--- src/hdl/itoa_pkg.sv ---
`timescale 1ns / 1ps

package itoa_pkg;

   // conversion selector
   typedef enum logic [1:0] {
      OP_SDEC = 2'd0,
      OP_UDEC = 2'd1,
      OP_LHEX = 2'd2,
      OP_UHEX = 2'd3
   } op_type;

   localparam int unsigned DIGIT_SLOTS = 10;
   localparam int unsigned DIGIT_IDX_W = 4;

   // floor(x / 10) == (x * RECIP_10) >> RECIP_SHIFT for every 32-bit x
   localparam logic [31:0] RECIP_10    = 32'hCCCC_CCCD;
   localparam int unsigned RECIP_SHIFT = 35;

   localparam logic [7:0] CHAR_ZERO  = 8'h30;
   localparam logic [7:0] CHAR_SPACE = 8'h20;
   localparam logic [7:0] CHAR_MINUS = 8'h2D;
   localparam logic [7:0] CHAR_LOW_A = 8'h61;
   localparam logic [7:0] CHAR_UP_A  = 8'h41;

   // controller to datapath
   typedef struct packed {
      logic load;
      logic mul;
      logic div;
      logic emit_sign;
      logic emit_pad;
      logic emit_digit;
   } cmd_type;

   // datapath to controller
   typedef struct packed {
      logic negative;
      logic mag_done;
      logic pad_left;
      logic last_digit;
      logic out_free;
   } status_type;

   function automatic logic [7:0] digit_to_ascii(input logic [3:0] d, input logic upper);
      logic [7:0] base;
      base = upper ? CHAR_UP_A : CHAR_LOW_A;
      if (d < 4'd10) begin
         return CHAR_ZERO + {4'd0, d};
      end
      return base + {4'd0, d} - 8'd10;
   endfunction

endpackage

--- src/hdl/integer_to_ascii_formatter_top.sv ---
`timescale 1ns / 1ps

// integer to ascii formatter: takes one 32-bit argument per request beat with
// its conversion (signed decimal, unsigned decimal, lower or upper hex), a
// minimum field width (saturated at MAX_WIDTH) and a zero-pad flag, and sends
// the formatted characters one per response beat, most significant first, with
// rsp_tlast on the final digit. a negative signed value gives '-' first and its
// magnitude is padded to width-1; pad characters sit between sign and digits.
// one argument is worked on at a time: digits are pulled out one by one, each
// in a multiply state and a divide state (a registered 32x32 reciprocal multiply
// for decimal, a shift for hex), then characters go out through the output
// register, waiting whenever the sink is not ready.

module integer_to_ascii_formatter_top #(
   parameter int unsigned MAX_WIDTH = 63
) (
   input  logic        clock,
   input  logic        reset,
   // request: one argument per beat
   input  logic        req_tvalid,
   output logic        req_tready,
   input  logic [47:0] req_tdata,   // op[1:0], value[33:2], field_width[39:34],
                                    // zero_pad[40], zeros[47:41]
   // response: one character per beat
   output logic        rsp_tvalid,
   input  logic        rsp_tready,
   output logic [7:0]  rsp_tdata,   // ascii_char[7:0]
   output logic        rsp_tlast
);

   itoa_pkg::cmd_type    cmd;
   itoa_pkg::status_type status;

   // sequencer: accept, digit extraction loop, sign, pad run, digit run
   itoa_ctrl u_ctrl (
      .clock      (clock),
      .reset      (reset),
      .req_tvalid (req_tvalid),
      .req_tready (req_tready),
      .status     (status),
      .cmd        (cmd)
   );

   // argument registers, digit slots, pad counter and the output register
   itoa_datapath #(
      .MAX_WIDTH (MAX_WIDTH)
   ) u_datapath (
      .clock          (clock),
      .reset          (reset),
      .in_op          (req_tdata[1:0]),
      .in_value       (req_tdata[33:2]),
      .in_field_width (req_tdata[39:34]),
      .in_zero_pad    (req_tdata[40]),
      .cmd            (cmd),
      .status         (status),
      .rsp_tvalid     (rsp_tvalid),
      .rsp_tready     (rsp_tready),
      .rsp_ascii_char (rsp_tdata),
      .rsp_last       (rsp_tlast)
   );

endmodule

--- src/hdl/itoa_ctrl.sv ---
`timescale 1ns / 1ps

module itoa_ctrl (
   input  logic                   clock,
   input  logic                   reset,
   input  logic                   req_tvalid,
   output logic                   req_tready,
   input  itoa_pkg::status_type   status,
   output itoa_pkg::cmd_type      cmd
);

   typedef enum logic [5:0] {
      ST_IDLE  = 6'b000001,
      ST_MUL   = 6'b000010,
      ST_DIV   = 6'b000100,
      ST_SIGN  = 6'b001000,
      ST_PAD   = 6'b010000,
      ST_DIGIT = 6'b100000
   } state_type;

   state_type state_ff, state_in;

   assign req_tready = (state_ff == ST_IDLE);

   always_comb begin
      state_in = state_ff;
      cmd      = '0;
      case (state_ff)
         ST_IDLE: begin
            if (req_tvalid) begin
               cmd.load = 1'b1;
               state_in = ST_MUL;
            end
         end
         ST_MUL: begin
            cmd.mul  = 1'b1;
            state_in = ST_DIV;
         end
         ST_DIV: begin
            cmd.div = 1'b1;
            if (status.mag_done) begin
               state_in = status.negative ? ST_SIGN : ST_PAD;
            end else begin
               state_in = ST_MUL;
            end
         end
         ST_SIGN: begin
            if (status.out_free) begin
               cmd.emit_sign = 1'b1;
               state_in      = ST_PAD;
            end
         end
         ST_PAD: begin
            if (!status.pad_left) begin
               state_in = ST_DIGIT;
            end else if (status.out_free) begin
               cmd.emit_pad = 1'b1;
            end
         end
         ST_DIGIT: begin
            if (status.out_free) begin
               cmd.emit_digit = 1'b1;
               if (status.last_digit) begin
                  state_in = ST_IDLE;
               end
            end
         end
         default: begin
            state_in = ST_IDLE;
         end
      endcase
   end

   always_ff @(posedge clock) begin
      if (reset) begin
         state_ff <= ST_IDLE;
      end else begin
         state_ff <= state_in;
      end
   end

endmodule

--- src/hdl/itoa_datapath.sv ---
`timescale 1ns / 1ps

module itoa_datapath #(
   parameter int unsigned MAX_WIDTH = 63
) (
   input  logic                   clock,
   input  logic                   reset,
   input  logic [1:0]             in_op,
   input  logic [31:0]            in_value,
   input  logic [5:0]             in_field_width,
   input  logic                   in_zero_pad,
   input  itoa_pkg::cmd_type      cmd,
   output itoa_pkg::status_type   status,
   output logic                   rsp_tvalid,
   input  logic                   rsp_tready,
   output logic [7:0]             rsp_ascii_char,
   output logic                   rsp_last
);

   localparam int unsigned WW = $clog2(MAX_WIDTH + 1);
   localparam logic [5:0]  MAX_W6 = 6'(MAX_WIDTH);
   localparam int unsigned IW = itoa_pkg::DIGIT_IDX_W;

   logic          hex_ff, upper_ff, zero_pad_ff, neg_ff;
   logic [31:0]   mag_ff, mag_in;
   logic [63:0]   prod_ff;
   logic [WW-1:0] width_ff, width_in;
   logic [IW-1:0] ndig_ff, ndig_in;
   logic [3:0]    slot_ff [itoa_pkg::DIGIT_SLOTS];
   logic          out_valid_ff, out_valid_in;
   logic [7:0]    out_char_ff;
   logic          out_last_ff;

   logic          neg_new;
   logic [5:0]    sat_w;
   logic [31:0]   quot;
   logic [31:0]   rem_full;
   logic [3:0]    rem;
   logic          emit_any;
   logic [IW-1:0] rd_idx;

   assign neg_new = (itoa_pkg::op_type'(in_op) == itoa_pkg::OP_SDEC) && in_value[31];
   assign sat_w   = (in_field_width > MAX_W6) ? MAX_W6 : in_field_width;

   // one digit per step: shift for hex, reciprocal multiply for decimal
   always_comb begin
      if (hex_ff) begin
         quot     = {4'd0, mag_ff[31:4]};
         rem_full = {28'd0, mag_ff[3:0]};
      end else begin
         quot     = {3'd0, prod_ff[63:itoa_pkg::RECIP_SHIFT]};
         rem_full = mag_ff - (quot << 3) - (quot << 1);
      end
   end
   assign rem = rem_full[3:0];

   assign emit_any = cmd.emit_sign | cmd.emit_pad | cmd.emit_digit;
   assign rd_idx   = ndig_ff - IW'(1);

   always_comb begin
      mag_in   = mag_ff;
      width_in = width_ff;
      ndig_in  = ndig_ff;
      if (cmd.load) begin
         mag_in  = neg_new ? (32'd0 - in_value) : in_value;
         ndig_in = '0;
         if (neg_new) begin
            width_in = (sat_w != 6'd0) ? WW'(sat_w - 6'd1) : '0;
         end else begin
            width_in = WW'(sat_w);
         end
      end else if (cmd.div) begin
         mag_in  = quot;
         ndig_in = ndig_ff + IW'(1);
      end else if (cmd.emit_pad) begin
         width_in = width_ff - WW'(1);
      end else if (cmd.emit_digit) begin
         ndig_in = rd_idx;
      end
   end

   always_comb begin
      status.negative   = neg_ff;
      status.mag_done   = (quot == 32'd0) ||
                          (ndig_ff == IW'(itoa_pkg::DIGIT_SLOTS - 1));
      status.pad_left   = (width_ff > WW'(ndig_ff));
      status.last_digit = (ndig_ff == IW'(1));
      status.out_free   = !out_valid_ff || rsp_tready;
   end

   assign out_valid_in = emit_any ? 1'b1 : (rsp_tready ? 1'b0 : out_valid_ff);

   always_ff @(posedge clock) begin
      if (reset) begin
         out_valid_ff <= 1'b0;
      end else begin
         out_valid_ff <= out_valid_in;
      end
   end

   always_ff @(posedge clock) begin
      mag_ff   <= mag_in;
      width_ff <= width_in;
      ndig_ff  <= ndig_in;
      if (cmd.load) begin
         hex_ff      <= (itoa_pkg::op_type'(in_op) inside
                         {itoa_pkg::OP_LHEX, itoa_pkg::OP_UHEX});
         upper_ff    <= (itoa_pkg::op_type'(in_op) == itoa_pkg::OP_UHEX);
         zero_pad_ff <= in_zero_pad;
         neg_ff      <= neg_new;
      end
      if (cmd.mul) begin
         prod_ff <= 64'(mag_ff) * 64'(itoa_pkg::RECIP_10);
      end
      if (cmd.div) begin
         slot_ff[ndig_ff] <= rem;
      end
      if (cmd.emit_sign) begin
         out_char_ff <= itoa_pkg::CHAR_MINUS;
         out_last_ff <= 1'b0;
      end else if (cmd.emit_pad) begin
         out_char_ff <= zero_pad_ff ? itoa_pkg::CHAR_ZERO : itoa_pkg::CHAR_SPACE;
         out_last_ff <= 1'b0;
      end else if (cmd.emit_digit) begin
         out_char_ff <= itoa_pkg::digit_to_ascii(slot_ff[rd_idx], upper_ff);
         out_last_ff <= (ndig_ff == IW'(1));
      end
   end

   assign rsp_tvalid     = out_valid_ff;
   assign rsp_ascii_char = out_char_ff;
   assign rsp_last       = out_last_ff;

   a_cmd_onehot: assert property (@(posedge clock) disable iff (reset)
      $onehot0({cmd.load, cmd.mul, cmd.div, cmd.emit_sign, cmd.emit_pad, cmd.emit_digit}))
      else $error("more than one datapath command");

   a_no_overwrite: assert property (@(posedge clock) disable iff (reset)
      emit_any |-> (!out_valid_ff || rsp_tready))
      else $error("output beat overwritten before taken");

   a_digit_present: assert property (@(posedge clock) disable iff (reset)
      cmd.emit_digit |-> (ndig_ff != '0))
      else $error("digit emitted with empty slots");

   a_slots_bound: assert property (@(posedge clock) disable iff (reset)
      cmd.div |-> (ndig_ff < IW'(itoa_pkg::DIGIT_SLOTS)))
      else $error("digit slot overflow");

   a_last_empties: assert property (@(posedge clock) disable iff (reset)
      (cmd.emit_digit && ndig_ff == IW'(1)) |=> (ndig_ff == '0) && out_last_ff)
      else $error("last digit did not close the argument");

endmodule
--- config.mk ---
export PLATFORM = sky130hd
export DESIGN_NAME = integer_to_ascii_formatter_top
export DESIGN_NICKNAME = d
export VERILOG_FILES = /design/src/hdl/itoa_pkg.sv /design/src/hdl/integer_to_ascii_formatter_top.sv /design/src/hdl/itoa_ctrl.sv /design/src/hdl/itoa_datapath.sv
export SDC_FILE = /design/constraint.sdc
export NUM_CORES = 1
export LEC_CHECK = 0
export CAP_MARGIN = 40
export CORE_UTILIZATION = 40
export CTS_CLUSTER_DIAMETER = 120
export DETAILED_ROUTE_END_ITERATION = 10
export DONT_BUFFER_PORTS = 1
export PLACE_DENSITY = 0.62
export RECOVER_POWER = 100
export SYNTH_ARGS = -nofsm -noshare
export SYNTH_HDL_FRONTEND = slang
export SYNTH_SLANG_ARGS = --single-unit
--- constraint.sdc ---
create_clock -name clock -period 7.7 [get_ports clock]
set_input_delay 0.385 -clock clock [delete_from_list [all_inputs] [get_ports clock]]
set_output_delay 0.385 -clock clock [all_outputs]
set_load 0.03 [all_outputs]
# Word-level counts from Yosys, hierarchy flattened
# Memory sizes are Yosys's and may differ from the RTL's.
# Index checks and enable logic that the tools add are counted.
# op_classes
n_reduce_logical	17
multipliers	1
bitwise_logic	2
order_cmp	3
n_addsub	10
n_mux	45
eq_ne	17
# ops
cell	count
$mux W32	3
$mux W6	13
$mul A32 B32 Y64 const B	1
$pmux W6 S6	1
$logic_not A32 Y1	1
$mux W8	4
$sub A1 B32 Y32 const A	1
$mux W29	1
$mux W1	17
$mux W4	4
$ne A2 B2 Y1 const B	6
$reduce_bool A2 Y1	6
$sub A6 B1 Y6 const B	2
$mux W5	2
$add A8 B4 Y8	1
$sub A4 B4 Y4	2
$sub A8 B4 Y8 const B	1
$add A6 B4 Y7 const A	1
$eq A6 B1 Y1 const B	1
$eq A6 B2 Y1 const B	1
$eq A6 B3 Y1 const B	1
$eq A6 B4 Y1 const B	1
$eq A6 B5 Y1 const B	1
$eq A6 B6 Y1 const B	1
other kinds (18)	22
# word_totals
output_inout_bits	11
elab_cells	108
memories	1
ram_bits	40
reg_bits	126
# memory_table
memory	words	width	read_ports	rd_ports_with_merged_regs	wr	line	source
u_datapath.slot_ff	10	4	1	0	1	itoa_datapath.sv:29	logic [3:0] slot_ff [itoa_pkg::DIGIT_SLOTS];

# Depth between registers and ports, before layout
# logic_depth
word_depth	10
mapped_depth	25

# Modules after synthesis
# From an unflattened synthesis, not the netlist that was laid out.
# unflattened
hier_cells	2264
hier_area_um2	23495.0
# modules_own_cells
mod	n_inst	seq_area_each_um2	cells_per_inst	area_per_inst_um2
itoa_datapath	1	3593.4	2217	23065.9
itoa_ctrl	1	120.1	47	429.2

# Worst setup path before layout
# No wires, ideal clock.
# synth_timing
path_kind	register to register
startpoint	reg u_datapath.mag_ff[18]
endpoint	reg u_datapath.prod_ff[60] (data pin)
stages_incl_launch_ff	25
slack_ns	0.937
t_required_ns	7.438
period_less_slack_ns	6.763
setup_time_ns	0.262
arrival_ns	6.501
cell_sequence	edfxtp_1 ha_1 inv_1 fa_1 inv_1 fa_1 inv_1 fa_1 inv_1 fa_1 fa_1 fa_1 inv_1 fa_1 inv_1 ha_1 a21oi_1 a21boi_0 a311oi_1 nand4_1 o21ai_2 o21ai_2 a41oi_2 o21bai_1 xor2_1
# synth_between
elab_chain_cells	1
# synth_lines
item	line	source
from (decl)	itoa_datapath.sv:25	logic [31:0] mag_ff, mag_in;
from (signal assigned)	itoa_datapath.sv:102	mag_ff <= mag_in;
$mul A32 B32 Y64	itoa_datapath.sv:113	prod_ff <= 64'(mag_ff) * 64'(itoa_pkg::RECIP_10);
to (signal assigned)	itoa_datapath.sv:113	
to (decl)	itoa_datapath.sv:26	logic [63:0] prod_ff;
# Every way passes these cells.
# A chain may end at the register's enable or synchronous reset.

# Worst setup path in the final report
# layout_timing
startpoint	reg u_datapath.mag_ff[23]
endpoint	reg u_datapath.prod_ff[57] (data pin)
# Same word-level chain as after synthesis.

==> results.tsv <==
stage	metric	value	unit
critical_path	crit_chain	ha_1, ha_1, fa_1, inv_1, fa_1, inv_1, fa_1, fa_1, fa_1, fa_1, ha_1, nand4_1, nor2_2, o2111ai_1, a311oi_2, buf_4, o21ai_2, buf_12, o21ai_2, a31oi_2, o41ai_2, xor2_1	
clock_network	cts_buffer_depth	2	
floorplanning	die_y	244	um
timing	fmax	134	MHz
yosys	synth_compound_area_frac	0.0829	
critical_path	timing.rr.end	u_datapath.prod_ff[57]$_DFFE_PP_	
routing	drt_pre_antenna_iters	5	
global_routing	antenna_found_initial	0	
critical_path	critPathBufInv	4	
yosys	postSynthCellCount	2265	
placed_design	gp_congestion	1.01	
placed_design	hpwl	59.2	mm
cells_and_area	nets	3166	
clock_network	htree_levels	4	
critical_path	cp_max_fo	6	
timing	tightest_slew	2.57	ns
timing	fin_crit_sh	0.970	
yosys	yosysTopAreaCellShare	0.331	
floorplanning	ios	63	
critical_path	crit_family	adder cells	
clock_network	cts_inserted_buffers	17	
critical_path	worst_path_max_delay_cell	ha_1	
timing	fin_crit	7.47	ns
run	cap_viol_max_count	4	
timing	slew_violations	149	
global_routing	grt_max_degree	42	
critical_path	crit_path_frequent_cell	fa_1	
routing	drc	0	
yosys	synth_area_per_cell	10.3	um2
yosys	synth-seq-cells	130	
critical_path	cpPeakStageDelay	0.68	ns
yosys	synth_cell_types	69	
placed_design	placed_cell_area	25000	um2
critical_path	cp.required	7.86	ns
cells_and_area	seqCellArea	3710	um2
routing	via_count	16600	
yosys	synth.area.top_cells	fa_1 33%, ha_1 20%, edfxtp_1 14%	
critical_path	ff2ff_path_depth	22	
yosys	synth_top_area_cell	fa_1	
outcome	status	complete, but fails checks	
critical_path	worst_r2r_startpoint	u_datapath.mag_ff[23]$_DFFE_PP_	
global_routing	grt_pass1_vias	17700	
global_routing	grt_pass1_wl	104	mm
cells_and_area	drive_gt1_frac	0.0707	
yosys	yosys_warnings	0	
clock_network	clkSinkCount	130	
timing	hold_violations	0	
yosys	synth_fa_ha_area_frac	0.526	
floorplanning	std_cell_rows	88	
floorplanning	initial_core_util	0.405	
hold_path	hp-class	in2reg	
routing	routed_wl	66.7	mm
cells_and_area	area_growth	10.1	%
yosys	yosys.area_share.simple	0.0686	
yosys	synth_ff_type	edfxtp_1	
global_routing	grt_use_total	0.232	
clock_network	clk_latency	0.42	ns
yosys	synth-xor-area-share	0.0461	
critical_path	rrSetupSlack	0.23	ns
global_routing	grt.overflow.total	0	
routing	ant_nets	0	
timing	whs	0.0328	ns
floorplanning	die_area	59400	um2
timing	setup_viol	0	
cells_and_area	stdcell_area	25700	um2
cells_and_area	nFillCells	5487	
hold_path	min_to	u_ctrl.state_ff[3]$_SDFFE_PP0P_	
floorplanning	core_region_area	57700	um2
routing	drt_iter0_drc	1393	
cells_and_area	multi_input_area	17500	um2
timing	fin_worst_skew	0.00771	ns
critical_path	start_kind	register	
hold_path	holdPathStages	1	
critical_path	startpoint	u_datapath.mag_ff[23]$_DFFE_PP_	
clock_network	clkTransAtPathRegs	0.06	ns
yosys	postSynth.asyncResetShare	0	
outcome	violations	max-capacitance violations, max-slew violations	
clock_network	root_buffer	clkbuf_16	
yosys	synth_fp_nets	3067	
timing	relSlewSlack	-0.715	
yosys	syn_area	23400	um2
critical_path	cp-end-kind	register	
hold_path	hold_start	reset	
floorplanning	die-width	244	um
yosys	synth_edf_count	111	
routing	routed_via_density	5.30	
routing	wl_per_cell	21.2	um
yosys	synth_seq_area_share	0.159	
placed_design	io_buffers	0	
critical_path	critPathKind	reg2reg	
critical_path	cp.arrival	7.63	ns
yosys	synth_top_family_by_area	adder cells	
clock_network	cts_tree	yes	
yosys	muxShareOfSynthArea	0.0224	
cells_and_area	diodes	0	
[stage by stage]
stage / utilization / cells / setup TNS (ns) / setup WS, ns
after floorplan: - / 2265 / 0 / 0.937
after global placement: 0.432 / 3092 / 0 / 0.147
after CTS: 0.444 / 3129 / 0 / 0.0808
after detailed placement: 0.433 / 3097 / 0 / 0.144
after global routing: 0.446 / 3142 / -0.237 / -0.0739
final: 0.446 / 3142 / 0 / 0.231
[cell usage after synthesis (6+ instances only)]
library cell	n
nand2_1	101
nand2b_1	7
clkbuf_1	29
o21bai_1	13
edfxtp_1	111
mux2i_1	31
a21o_1	44
fa_1	386
nand3_1	23
nor2_1	67
a31oi_1	12
nor3_1	13
nor4_1	15
xnor2_1	57
o22ai_1	8
and2_1	19
ha_1	364
mux4_2	8
nor2b_1	14
inv_1	549
and3_1	17
xor2_1	66
o21ai_0	78
dfxtp_1	19
a21oi_1	94
nand4_1	19
or4_1	6
[layout by cell type (no fill, tap or decap), types with 6 or more instances in the layout]
cell,n
a21o_1,44
a21oi_1,94
a31oi_1,11
and2_0,6
and2_1,13
and3_1,17
buf_4,107
clkbuf_1,9
clkbuf_16,17
dfxtp_1,19
edfxtp_1,111
fa_1,386
ha_1,358
inv_1,549
inv_6,7
mux2i_1,31
mux4_2,8
nand2_1,101
nand2b_1,7
nand3_1,23
nand4_1,19
nor2_1,66
nor2b_1,14
nor3_1,13
nor4_1,15
o21ai_0,78
o21bai_1,13
o22ai_1,8
or4_1,6
xnor2_1,57
xor2_1,66
[sequential cells by signal (all words and copies together), names as in the netlist]
| register | cells |
|---|---|
| u_datapath.neg_ff | 1 |
| u_datapath.rsp_ascii_char | 7 |
| u_datapath.mag_ff | 32 |
| u_datapath.hex_ff | 1 |
| u_datapath.rsp_last | 1 |
| u_datapath.width_ff | 6 |
| u_datapath.slot_ff | 40 |
| u_datapath.rsp_tvalid | 1 |
| u_datapath.ndig_ff | 4 |
| u_datapath.prod_ff | 29 |
| u_ctrl.state_ff | 6 |
| u_datapath.upper_ff | 1 |
| u_datapath.zero_pad_ff | 1 |
[how the worst max path moves through the flow]
| stage | endpoint | slack (ns) | cells past startpoint |
|---|---|---|---|
| after floorplan | u_datapath.prod_ff[60]$_DFFE_PP_ | 0.94 | 24 |
| after global placement | u_datapath.prod_ff[57]$_DFFE_PP_ | 0.15 | 26 |
| after detailed placement | u_datapath.prod_ff[57]$_DFFE_PP_ | 0.14 | 26 |
| after CTS | u_datapath.prod_ff[57]$_DFFE_PP_ | 0.08 | 26 |
| after global routing | u_datapath.prod_ff[57]$_DFFE_PP_ | -0.07 | 25 |
| final | u_datapath.prod_ff[57]$_DFFE_PP_ | 0.23 | 22 |
[logic make-up after synthesis]
kind of cell    Yosys count
compound gates          308
xor+xnor                123
fa+ha+maj               750
buf+inv                 588
flops                   130
mux                      42
other cells               1
simple gates            323
[layout make-up]
class | count | share of cell area
clock inverter | 15 | 0.00740
sequential | 130 | 0.144
clock buffer | 17 | 0.0165
multi-input combinational | 1547 | 0.680
timing repair buffer | 118 | 0.0344
inverter | 550 | 0.0803
tap | 765 | 0.0372
[worst register-to-register path: stages, from the launching register on]
cell	delay, ns
edfxtp_1	0.59
ha_1	0.68
ha_1	0.36
fa_1	0.51
inv_1	0.05
fa_1	0.49
inv_1	0.07
fa_1	0.48
fa_1	0.57
fa_1	0.43
fa_1	0.45
ha_1	0.40
nand4_1	0.19
nor2_2	0.23
o2111ai_1	0.22
a311oi_2	0.27
buf_4	0.19
o21ai_2	0.08
buf_12	0.15
o21ai_2	0.26
a31oi_2	0.19
o41ai_2	0.25
xor2_1	0.10
[routing by layer]
| layer | wire length (um) | part of all wire | track usage | vias up |
|---|---|---|---|---|
| met5 | 0 | 0 | 0 | - |
| met4 | 3060 | 0.046 | 0.0892 | 0 |
| met3 | 3370 | 0.051 | 0.0230 | 117 |
| met2 | 31600 | 0.47 | 0.386 | 511 |
| met1 | 28700 | 0.43 | 0.310 | 8447 |
| li1 | - | - | - | 7563 |
[what timing repair did]
action,in CTS,in global routing
hold buffers,0,0
hold endpoints to repair,0,0
resized for setup,0,13
buffers inserted,0,13
setup endpoints to repair,0,18
Power is left out: the tool's default activity adds up to more than one toggle a clock period on the data nets, which glitch-free logic cannot reach.
